## config.mk

```make
export PLATFORM = sky130hd
export DESIGN_NAME = double_ended_queue_top
export DESIGN_NICKNAME = d
export VERILOG_FILES = /design/src/rtl/deq_pkg.sv /design/src/rtl/deq_ram.sv /design/src/rtl/double_ended_queue_top.sv
export SDC_FILE = /design/constraint.sdc
export NUM_CORES = 1
export LEC_CHECK = 0
export ABC_AREA = 0
export CAP_MARGIN = 15
export CORE_AREA = 2 2 133 135
export DETAILED_ROUTE_END_ITERATION = 8
export DIE_AREA = 0 0 135 137
export DONT_BUFFER_PORTS = 1
export PLACE_DENSITY = 0.76
export SYNTH_ARGS = -nofsm -noshare
export SYNTH_HDL_FRONTEND = slang
export SYNTH_HIERARCHICAL = 1
export SYNTH_SLANG_ARGS = --single-unit
```

## constraint.sdc

```tcl
create_clock -name clk -period 3.3 [get_ports clk]
set_input_delay 0.495 -clock clk [delete_from_list [all_inputs] [get_ports clk]]
set_output_delay 0.495 -clock clk [all_outputs]
set_load 0.05 [all_outputs]
```

## src/rtl/deq_pkg.sv

```systemverilog
// Shared types, constants and index helpers for the double-ended queue.
package deq_pkg;

  localparam int DEPTH      = 16;
  localparam int DATA_WIDTH = 8;
  localparam int AW         = (DEPTH > 1) ? $clog2(DEPTH) : 1;
  localparam int CW         = $clog2(DEPTH + 1);

  localparam logic [2:0] MODE_PUSH_FRONT = 3'd0;
  localparam logic [2:0] MODE_PUSH_REAR  = 3'd1;
  localparam logic [2:0] MODE_POP_FRONT  = 3'd2;
  localparam logic [2:0] MODE_POP_REAR   = 3'd3;
  localparam logic [2:0] MODE_NOP        = 3'd4;

  localparam logic [1:0] STATUS_OK    = 2'd0;
  localparam logic [1:0] STATUS_EMPTY = 2'd1;
  localparam logic [1:0] STATUS_FULL  = 2'd2;

  typedef enum logic {
    ST_IDLE,
    ST_FETCH
  } state_t;

  typedef struct packed {
    logic [2:0]            mode;
    logic [DATA_WIDTH-1:0] data_in;
  } in_item_t;

  typedef struct packed {
    logic [DATA_WIDTH-1:0] data_out;
    logic [1:0]            status;
    logic [DATA_WIDTH-1:0] front_value;
    logic [DATA_WIDTH-1:0] rear_value;
    logic                  is_empty;
    logic [CW-1:0]         occupancy;
  } out_item_t;

  function automatic logic [AW-1:0] idx_next(input logic [AW-1:0] i);
    logic [AW-1:0] r;
    if (i == AW'(DEPTH - 1)) begin
      r = '0;
    end else begin
      r = i + AW'(1);
    end
    return r;
  endfunction

  function automatic logic [AW-1:0] idx_prev(input logic [AW-1:0] i);
    logic [AW-1:0] r;
    if (i == '0) begin
      r = AW'(DEPTH - 1);
    end else begin
      r = i - AW'(1);
    end
    return r;
  endfunction

endpackage

```

## src/rtl/deq_ram.sv

```systemverilog
// Generic single-write, single-read RAM with registered read data.
module deq_ram #(
  parameter int WIDTH = 8,
  parameter int DEPTH = 16
) (
  input  logic                                   clk,
  input  logic                                   we,
  input  logic [((DEPTH > 1) ? $clog2(DEPTH) : 1)-1:0] waddr,
  input  logic [WIDTH-1:0]                       wdata,
  input  logic [((DEPTH > 1) ? $clog2(DEPTH) : 1)-1:0] raddr,
  output logic [WIDTH-1:0]                       rdata
);

  logic [WIDTH-1:0] mem [DEPTH];

  always_ff @(posedge clk) begin
    if (we) begin
      mem[waddr] <= wdata;
    end
    rdata <= mem[raddr];
  end

endmodule

```

## src/rtl/double_ended_queue_top.sv

```systemverilog
// Bounded double-ended queue: ring buffer in RAM with cached front and rear elements.
//
// A request is taken when start is high and busy is low. busy is high while the
// block sits in its fetch state after acceptance; the result is registered from
// that state and shows on out_item with out_valid high for exactly one cycle.
// No new request is taken while busy is high, as the fetch state waits on the slot
// RAM, which refetches the new front or rear element after a pop. The result can
// not be held off, so it must be taken in the cycle that out_valid is high; a new
// request may be accepted in that same cycle.
module double_ended_queue_top (
  input  logic               clk,
  input  logic               rst_n,
  input  logic               start,
  output logic               busy,
  input  deq_pkg::in_item_t  in_item,
  output logic               out_valid,
  output deq_pkg::out_item_t out_item
);

  localparam int AW = deq_pkg::AW;
  localparam int CW = deq_pkg::CW;
  localparam int DW = deq_pkg::DATA_WIDTH;

  deq_pkg::state_t    state_r, state_nxt;
  logic [AW-1:0]      head_r, head_nxt;
  logic [AW-1:0]      tail_r, tail_nxt;
  logic [CW-1:0]      count_r, count_nxt;
  logic [DW-1:0]      front_r, front_nxt;
  logic [DW-1:0]      rear_r, rear_nxt;
  logic [DW-1:0]      popped_r, popped_nxt;
  logic [1:0]         status_r, status_nxt;
  logic               ldf_r, ldf_nxt;
  logic               ldr_r, ldr_nxt;
  logic               out_valid_r, out_valid_nxt;
  deq_pkg::out_item_t out_item_r, out_item_nxt;

  logic               accept;
  logic               full;
  logic               empty;
  logic               ram_we;
  logic [AW-1:0]      ram_waddr;
  logic [AW-1:0]      ram_raddr;
  logic [DW-1:0]      ram_rdata;
  logic [AW-1:0]      tail_prev;
  logic [DW-1:0]      front_val;
  logic [DW-1:0]      rear_val;
  logic               empty_after;

  deq_ram #(
    .WIDTH (DW),
    .DEPTH (deq_pkg::DEPTH)
  ) u_slots (
    .clk   (clk),
    .we    (ram_we),
    .waddr (ram_waddr),
    .wdata (in_item.data_in),
    .raddr (ram_raddr),
    .rdata (ram_rdata)
  );

  assign full      = (count_r == CW'(deq_pkg::DEPTH));
  assign empty     = (count_r == '0);
  assign tail_prev = deq_pkg::idx_prev(tail_r);

  // next state
  always_comb begin
    state_nxt = state_r;
    case (state_r)
      deq_pkg::ST_IDLE: begin
        if (start) begin
          state_nxt = deq_pkg::ST_FETCH;
        end
      end
      deq_pkg::ST_FETCH: begin
        state_nxt = deq_pkg::ST_IDLE;
      end
      default: begin
        state_nxt = deq_pkg::ST_IDLE;
      end
    endcase
  end

  // state outputs
  always_comb begin
    busy          = 1'b0;
    accept        = 1'b0;
    out_valid_nxt = 1'b0;
    case (state_r)
      deq_pkg::ST_IDLE: begin
        accept = start;
      end
      deq_pkg::ST_FETCH: begin
        busy          = 1'b1;
        out_valid_nxt = 1'b1;
      end
      default: begin
        busy = 1'b0;
      end
    endcase
  end

  // request execution and result assembly
  always_comb begin
    head_nxt   = head_r;
    tail_nxt   = tail_r;
    count_nxt  = count_r;
    front_nxt  = front_r;
    rear_nxt   = rear_r;
    popped_nxt = popped_r;
    status_nxt = status_r;
    ldf_nxt    = ldf_r;
    ldr_nxt    = ldr_r;
    ram_we     = 1'b0;
    ram_waddr  = head_r;
    ram_raddr  = head_r;

    front_val    = ldf_r ? ram_rdata : front_r;
    rear_val     = ldr_r ? ram_rdata : rear_r;
    empty_after  = (count_r == '0);
    out_item_nxt = out_item_r;

    if (accept) begin
      popped_nxt = '0;
      status_nxt = deq_pkg::STATUS_OK;
      ldf_nxt    = 1'b0;
      ldr_nxt    = 1'b0;
      case (in_item.mode)
        deq_pkg::MODE_PUSH_FRONT: begin
          if (full) begin
            status_nxt = deq_pkg::STATUS_FULL;
          end else begin
            head_nxt  = deq_pkg::idx_prev(head_r);
            ram_we    = 1'b1;
            ram_waddr = deq_pkg::idx_prev(head_r);
            front_nxt = in_item.data_in;
            if (empty) begin
              rear_nxt = in_item.data_in;
            end
            count_nxt = count_r + CW'(1);
          end
        end
        deq_pkg::MODE_PUSH_REAR: begin
          if (full) begin
            status_nxt = deq_pkg::STATUS_FULL;
          end else begin
            tail_nxt  = deq_pkg::idx_next(tail_r);
            ram_we    = 1'b1;
            ram_waddr = tail_r;
            rear_nxt  = in_item.data_in;
            if (empty) begin
              front_nxt = in_item.data_in;
            end
            count_nxt = count_r + CW'(1);
          end
        end
        deq_pkg::MODE_POP_FRONT: begin
          if (empty) begin
            status_nxt = deq_pkg::STATUS_EMPTY;
          end else begin
            popped_nxt = front_r;
            head_nxt   = deq_pkg::idx_next(head_r);
            count_nxt  = count_r - CW'(1);
            if (count_r == CW'(2)) begin
              front_nxt = rear_r;
            end else if (count_r > CW'(2)) begin
              ram_raddr = deq_pkg::idx_next(head_r);
              ldf_nxt   = 1'b1;
            end
          end
        end
        deq_pkg::MODE_POP_REAR: begin
          if (empty) begin
            status_nxt = deq_pkg::STATUS_EMPTY;
          end else begin
            popped_nxt = rear_r;
            tail_nxt   = tail_prev;
            count_nxt  = count_r - CW'(1);
            if (count_r == CW'(2)) begin
              rear_nxt = front_r;
            end else if (count_r > CW'(2)) begin
              ram_raddr = deq_pkg::idx_prev(tail_prev);
              ldr_nxt   = 1'b1;
            end
          end
        end
        default: begin
          status_nxt = deq_pkg::STATUS_OK;
        end
      endcase
    end

    if (out_valid_nxt) begin
      front_nxt                = front_val;
      rear_nxt                 = rear_val;
      out_item_nxt.data_out    = popped_r;
      out_item_nxt.status      = status_r;
      out_item_nxt.front_value = empty_after ? '0 : front_val;
      out_item_nxt.rear_value  = empty_after ? '0 : rear_val;
      out_item_nxt.is_empty    = empty_after;
      out_item_nxt.occupancy   = count_r;
    end
  end

  always_ff @(posedge clk) begin
    if (!rst_n) begin
      state_r     <= deq_pkg::ST_IDLE;
      head_r      <= '0;
      tail_r      <= '0;
      count_r     <= '0;
      ldf_r       <= 1'b0;
      ldr_r       <= 1'b0;
      out_valid_r <= 1'b0;
    end else begin
      state_r     <= state_nxt;
      head_r      <= head_nxt;
      tail_r      <= tail_nxt;
      count_r     <= count_nxt;
      ldf_r       <= ldf_nxt;
      ldr_r       <= ldr_nxt;
      out_valid_r <= out_valid_nxt;
    end
  end

  always_ff @(posedge clk) begin
    front_r    <= front_nxt;
    rear_r     <= rear_nxt;
    popped_r   <= popped_nxt;
    status_r   <= status_nxt;
    out_item_r <= out_item_nxt;
  end

  assign out_valid = out_valid_r;
  assign out_item  = out_item_r;

endmodule

```

==> results of run 1 <==
==> routing by layer <==
layer  global-route usage, %  up-vias  routed length [um]
li1                        -     2475                   -
met1                    30.9     2861                8480
met2                    37.3      232                9970
met3                    3.81       35                1350
met4                    6.42        0                 333
met5                       0        -                   0
==> registers in the layout, summed over array words and instances, names as in the netlist, 2 cells and up <==
register	count
count_r	5
front_r	8
head_r	4
out_item	32
popped_r	8
rear_r	8
status_r	2
tail_r	4
u_slots/mem	128
u_slots/rdata	8
==> kinds of logic (layout without fill, tap and decap cells) <==
group,after synthesis,count (layout),share of synthesized area [%]
flops,211,211,65.9
simple gates,135,135,7.56
compound gates,132,132,10.3
mux,60,60,11.5
buf+inv,53,91,2.75
fa+ha+maj,11,11,1.57
xor+xnor,5,5,0.474
==> report_power, final <==
part / switching (mW) / total (mW) / internal (mW) / leakage, nW
clock: 0.980 / 2.34 / 1.36 / 0.338
combinational: 0.248 / 0.414 / 0.166 / 1.27
sequential: 0.128 / 3.13 / 3.00 / 1.91
==> through the flow <==
stage	power, mW	util [%]
6_report	5.89	60.6
5_1_grt	6.07	60.6
4_1_cts	5.93	60.6
3_5_place_dp	3.59	56.5
3_3_place_gp	3.57	56.5
2_1_floorplan	3.46	-
==> how the worst max path moves through the flow <==
stage	to	slack (ns)	cells past startpoint
floorplan	u_slots/mem[12][0]$_DFFE_PP_	0.33	5
global placement	u_slots/rdata[6]$_DFF_P_	0.34	10
detailed placement	u_slots/rdata[5]$_DFF_P_	0.29	10
CTS	u_slots/rdata[5]$_DFF_P_	0.29	10
global route	u_slots/rdata[5]$_DFF_P_	0.09	10
finish	u_slots/rdata[5]$_DFF_P_	0.28	10
==> worst max-delay path, cell delays in order (launching register included) <==
cell	delay (ns)
dfxtp_1	0.35
inv_1	0.09
ha_1	0.30
xnor2_1	0.36
nand2_1	0.09
nor4b_1	0.24
a211o_2	0.30
buf_12	0.21
mux4_1	0.58
a22oi_1	0.27
nand2_1	0.10
==> cell usage in the layout, fill, tap and decap left out, types with 9 or more instances in the layout <==
master and instances:
and3_1 11, ha_1 10, dfxtp_1 24, nand2_1 30, a21oi_1 26, a211oi_1 11
mux4_2 18, mux2_2 9, nor2_1 35, inv_1 15, mux2i_1 19, o21ai_0 18
and2_1 10, mux4_1 14, edfxtp_1 186, clkbuf_16 22, a22oi_1 20, a31oi_1 10
buf_4 33
==> area by class of cell <==
type	count	area, um2	area share [%]
flip-flops and latches	211	6090	58.9
multi-input cells	343	2930	28.3
clock buffers	32	608	5.89
repair buffers	35	288	2.79
well taps	225	282	2.73
clock inverters	8	78.8	0.763
inverters	16	60.1	0.581
==> run metrics, run 1 <==
synth top area cells edfxtp_1, dfxtp_1, mux4_2; GRT Residual Overflow 0; vias in the first global route 5535; commonest cells in the netlist edfxtp_1, nor2_1, nand2_1, a21oi_1, dfxtp_1; MaxCap Viol Count 0; Setup crit start tail_r[0]$_SDFFE_PN0P_; top-count cell post-synth edfxtp_1; Skew-Pair Late Insertion Delay between 0.5 and 0.6 ns; Leak 3.52 nW; critical hold path startpoint in_item[5]; post-cts resize count 0; Ant. Diodes 0; Pwr per Cell Area 570 nW/um2; Cells after Synth 607; clock-pin slew on the worst setup and hold paths 0.06 ns; design area 10300 um2; critical path data required time 3.69 ns; CP max FO 15; hold path cells 0; num ports 48; drt wl/cell approximately 23 um; synthesized cell area 9240 um2; fin crit period around 3 ns; Global Route Usage Sum roughly 22%; Seq cells post-synth 211; die area 18500 um2; Setup TNS Final 0 ns; CP Launch Type register; CTS max path bufs 3; largest net degree at the start of global routing 71; detailed router's first-iteration violation count 649; Setup Slack @ Placement between 0.2 and 0.3 ns; chip width roughly 140 um; core area 17100 um2; Worst Clk Skew 0.0134 ns; worst reg2reg path depth 10; Routed WL 20100 um; Worst-Margin Slew 0.869 ns; clock sinks ~210; via count 5603; non-filler cells, final 870; status completed; final hold vios 0; register area share after synthesis 65.9%; CTS root buf clkbuf_16; predominant post-synthesis flop cell edfxtp_1; GPL Wtd Cong 0.872; Final nets 654; R2R setup slack roughly 0.28 ns; share of cells above drive strength 1 17.2%; ys async rst share 0%; r2r startpoint tail_r[0]$_SDFFE_PN0P_; DRC Markers 0; HPWL Detailed 13500 um; Filler cells 1228; CP Capture Type register; Synth-to-Final Area Change 11.8%; Post-synth EDFFs approximately 190; Mapped Nets 632; Placed Cells 830; WHS Endpoint u_slots/mem[13][5]$_DFFE_PP_; CTS tree built; Post-CTS Hold Buffers 0; RSZ-0062 raised after global routing false; Initial Util 54.2%; Die H ~140 um; Slew Limit Fails 0; Inserted Clock Buffers 22; Tightest Hold Check Type in -> reg; Final ANT Viol Nets 0; Max-slew headroom 42.1%; Hold WS 0.0763 ns; reg-to-reg endpoint u_slots/rdata[5]$_DFF_P_; DRT Pass-1 Iters 5; Cell Area, Placed 9640 um2; Yosys cell types 67; Arrival @ worst endpoint between 3 and 4 ns; YS warnings 6; VDD IR max about 0.41 mV; Rows 48; final setup margin 0.275 ns; first-pass GRT wire length around 32000 um; H-tree Lvls 1; area fraction of the dominant cell type after synthesis between 60% and 70%; Post CTS Setup Buffer Count 0; cell taking the most area after synthesis edfxtp_1; period utilization 91.7%; Final setup viols 0; Syn Area/Cell roughly 15 um2; Via-to-Cell Ratio 6.44; PortBufs 0; CP Class reg -> reg; antenna violations before repair 0; FMAX 331 MHz
Note: power is estimated with default switching activity, not from simulation.
==> run 2: changes to the inputs <==
--- a/config.mk
+++ b/config.mk
@@ -11,7 +11,10 @@
 export DETAILED_ROUTE_END_ITERATION = 8
 export DIE_AREA = 0 0 135 137
 export DONT_BUFFER_PORTS = 1
+export GPL_TIMING_DRIVEN = 0
+export HOLD_SLACK_MARGIN = 0.12
 export PLACE_DENSITY = 0.76
+export RECOVER_POWER = 50
 export SYNTH_ARGS = -nofsm -noshare
 export SYNTH_HDL_FRONTEND = slang
 export SYNTH_HIERARCHICAL = 1
==> run metrics, run 2 (synthesis results as in run 1) <==
status completed; Worst-Margin Slew 1.03 ns (+0.164 ns); share of cells above drive strength 1 17.7% (+0.49 points); period utilization 97.3% (+5.6 points); drt wl/cell 23.7 um (+2.3%); final setup margin 0.0903 ns (-0.185 ns); Comb power frac 7.8% (+0.8 points); CTS max path bufs 3 (unchanged); DRC Markers 0 (unchanged); Sw Pwr 1.38 mW (+1.9%); reg-to-reg endpoint u_slots/mem[10][6]$_DFFE_PP_; CP Class reg -> reg; CP max FO 9 (-6); first-pass GRT wire length 32000 um (+0.83%); num ports 48 (unchanged); GRT Residual Overflow 0 (unchanged); clock sinks 211 (unchanged); clock-pin slew on the worst setup and hold paths 0.06 ns (about the same); Global Route Usage Sum 22.9% (+0.42 points); DRT Pass-1 Iters 7 (+2); Setup Slack @ Placement -0.526 ns (-0.820 ns); H-tree Lvls 1 (unchanged); GPL Wtd Cong 0.873 (+0.14%); Setup crit end u_slots/mem[10][6]$_DFFE_PP_; Setup crit start count_r[0]$_SDFFE_PN0P_; CTS tree built; commonest non-fill, non-tap cell in the layout edfxtp_1; core area 17100 um2 (unchanged); Worst path max stage delay 0.57 ns (about the same); antenna violations before repair 1 (+1); worst-path cell chain or4_1 > buf_2 > nor2_1 > nor2_1 > mux2_2 > nand2b_1 > nor2_2; Ant. Diodes 0 (unchanged); P_int 4.65 mW (+2.7%); CP Capture Type register; largest net degree at the start of global routing 20 (-72%); max FFs per register 128 (unchanged); non-filler cells, final 886 (+1.8%); Filler cells 1249 (+1.7%); Initial Util 54.2% (unchanged); die area 18500 um2 (unchanged); FMAX 312 MHz (-5.8%); critical hold path startpoint rst_n; RSZ-0062 raised after global routing true; critical path data required time 3.44 ns (-0.25 ns); Placed Cells 834 (+0.48%); Sw Ratio 22.9% (-0.15 points); vias in the first global route 5603 (+1.2%); final hold vios 0 (unchanged); CP Launch Type register; Final ANT Viol Nets 0 (unchanged); Die H 137 um (unchanged); Skew-Pair Late Insertion Delay 0.50 ns (about the same); PortBufs 0 (unchanged); Routed WL 21000 um (+4.2%); VDD IR max 0.516 mV (+25%); Leak 3.50 nW (-0.43%); Clk pwr share 40.5% (+0.7 points); critical path's most frequent cell nor2_1; design area 10500 um2 (+1.8%); MaxCap Viol Count 0 (unchanged); HPWL Detailed 13400 um (-0.42%); via count 5726 (+2.2%); Synth-to-Final Area Change 13.8%; Worst Path Buf+Inv 1 (-1); detailed router's first-iteration violation count 739 (+14%); CP max stage cell or4_1; Final nets 673 (+2.9%); r2r startpoint count_r[0]$_SDFFE_PN0P_; Cell Area, Placed 9540 um2 (-1.1%); top cell family by delay on the critical path simple AND/OR/NAND/NOR gates; Slew Limit Fails 0 (unchanged); part of the power in registers 51.7% (-1.4 points); Rows 48 (unchanged); Inserted Clock Buffers 22 (unchanged); Arrival @ worst endpoint 3.35 ns (-0.07 ns); overall power 6.03 mW (+2.5%); chip width 135 um (unchanged); R2R setup slack 0.09 ns (-0.18 ns); Via-to-Cell Ratio 6.46 (+0.35%); Top reg by flops u_slots/mem; worst reg2reg path depth 7 (-3); Final setup viols 0 (unchanged); Max-slew headroom 31.2% (-11 points); Pwr per Cell Area 574 nW/um2 (+0.67%); CTS root buf clkbuf_16; WP depth 7 (-3); most frequent cells in the layout edfxtp_1, nand2_1, clkbuf_1, a21oi_1, nor2_1; fin crit period 3.21 ns (+0.185 ns); Worst Clk Skew 0.0169 ns (+0.00341 ns); Tightest Hold Check Type in -> reg
==> run 2: cell count changes in the layout (fill, tap and decap cells not counted), sizes merged <==
cell / delta
clkbuf: +22
buf: -16
dlygate4sd3: +8
clkdlybuf4s25: +3
bufinv: +2
clkinv: -2
inv: -2
clkinvlp: +1
==> run 2: per-stage QoR <==
stage,hold slack (ns),TNS [ns],util [%]
after CTS,0.128,-8.22,60.8
after floorplan,0.400,0,-
after global placement,0.402,-30.93,55.9
final,0.145,0,61.7
after detailed placement,0.409,-37.22,55.9
after global routing,0.124,-3.59,61.7
==> run 2: how the worst min path moves through the flow <==
stage                             endpoint  slack (ns)  depth (start not counted)
global route          out_valid$_SDFF_PN0_        0.12                          1
detailed placement  out_item[25]$_DFFE_PP_        0.41                          0
global placement    out_item[30]$_DFFE_PP_        0.40                          0
floorplan           out_item[22]$_DFFE_PP_        0.40                          0
finish                out_valid$_SDFF_PN0_        0.15                          1
CTS                   out_valid$_SDFF_PN0_        0.13                          1
==> run 2: power by group through the flow <==
stage                     Clock [mW]  Sequential, mW  Combinational (mW)
final                           2.44            3.12               0.468
after global routing            2.57            3.13               0.504
after CTS                       2.48            3.12               0.448
after detailed placement           0            3.18               0.403
after global placement             0            3.18               0.391
after floorplan                    0            3.16               0.299
==> run 2: layout make-up <==
cell class	count	area [um2]	area share, %
Sequential cell	211	6090	57.9
Clock inverter	7	120	1.14
Multi-Input combinational cell	343	3030	28.8
Buffer	36	190	1.81
Timing Repair Buffer	18	154	1.46
Inverter	16	63.8	0.607
Clock buffer	30	591	5.62
Tap cell	225	282	2.68
==> run 2: per-layer routing <==
layer | routed length, um | part of all wire, % | GRT usage, %
met2 | 10500 | 50 | 38.0
met4 | 303 | 1.4 | 5.56
met3 | 1660 | 7.9 | 3.44
met5 | 29 | 0.14 | 0
met1 | 8490 | 40 | 32.1
==> run 2: timing repair <==
| action | in CTS | in global routing |
|---|---|---|
| resized for setup | 8 | 26 |
| pin swaps | 0 | 2 |
| hold buffers | 8 | 0 |
| buffers inserted | 2 | 6 |
| endpoints found under the hold margin | 128 | 0 |
| setup endpoints to repair | 128 | 128 |
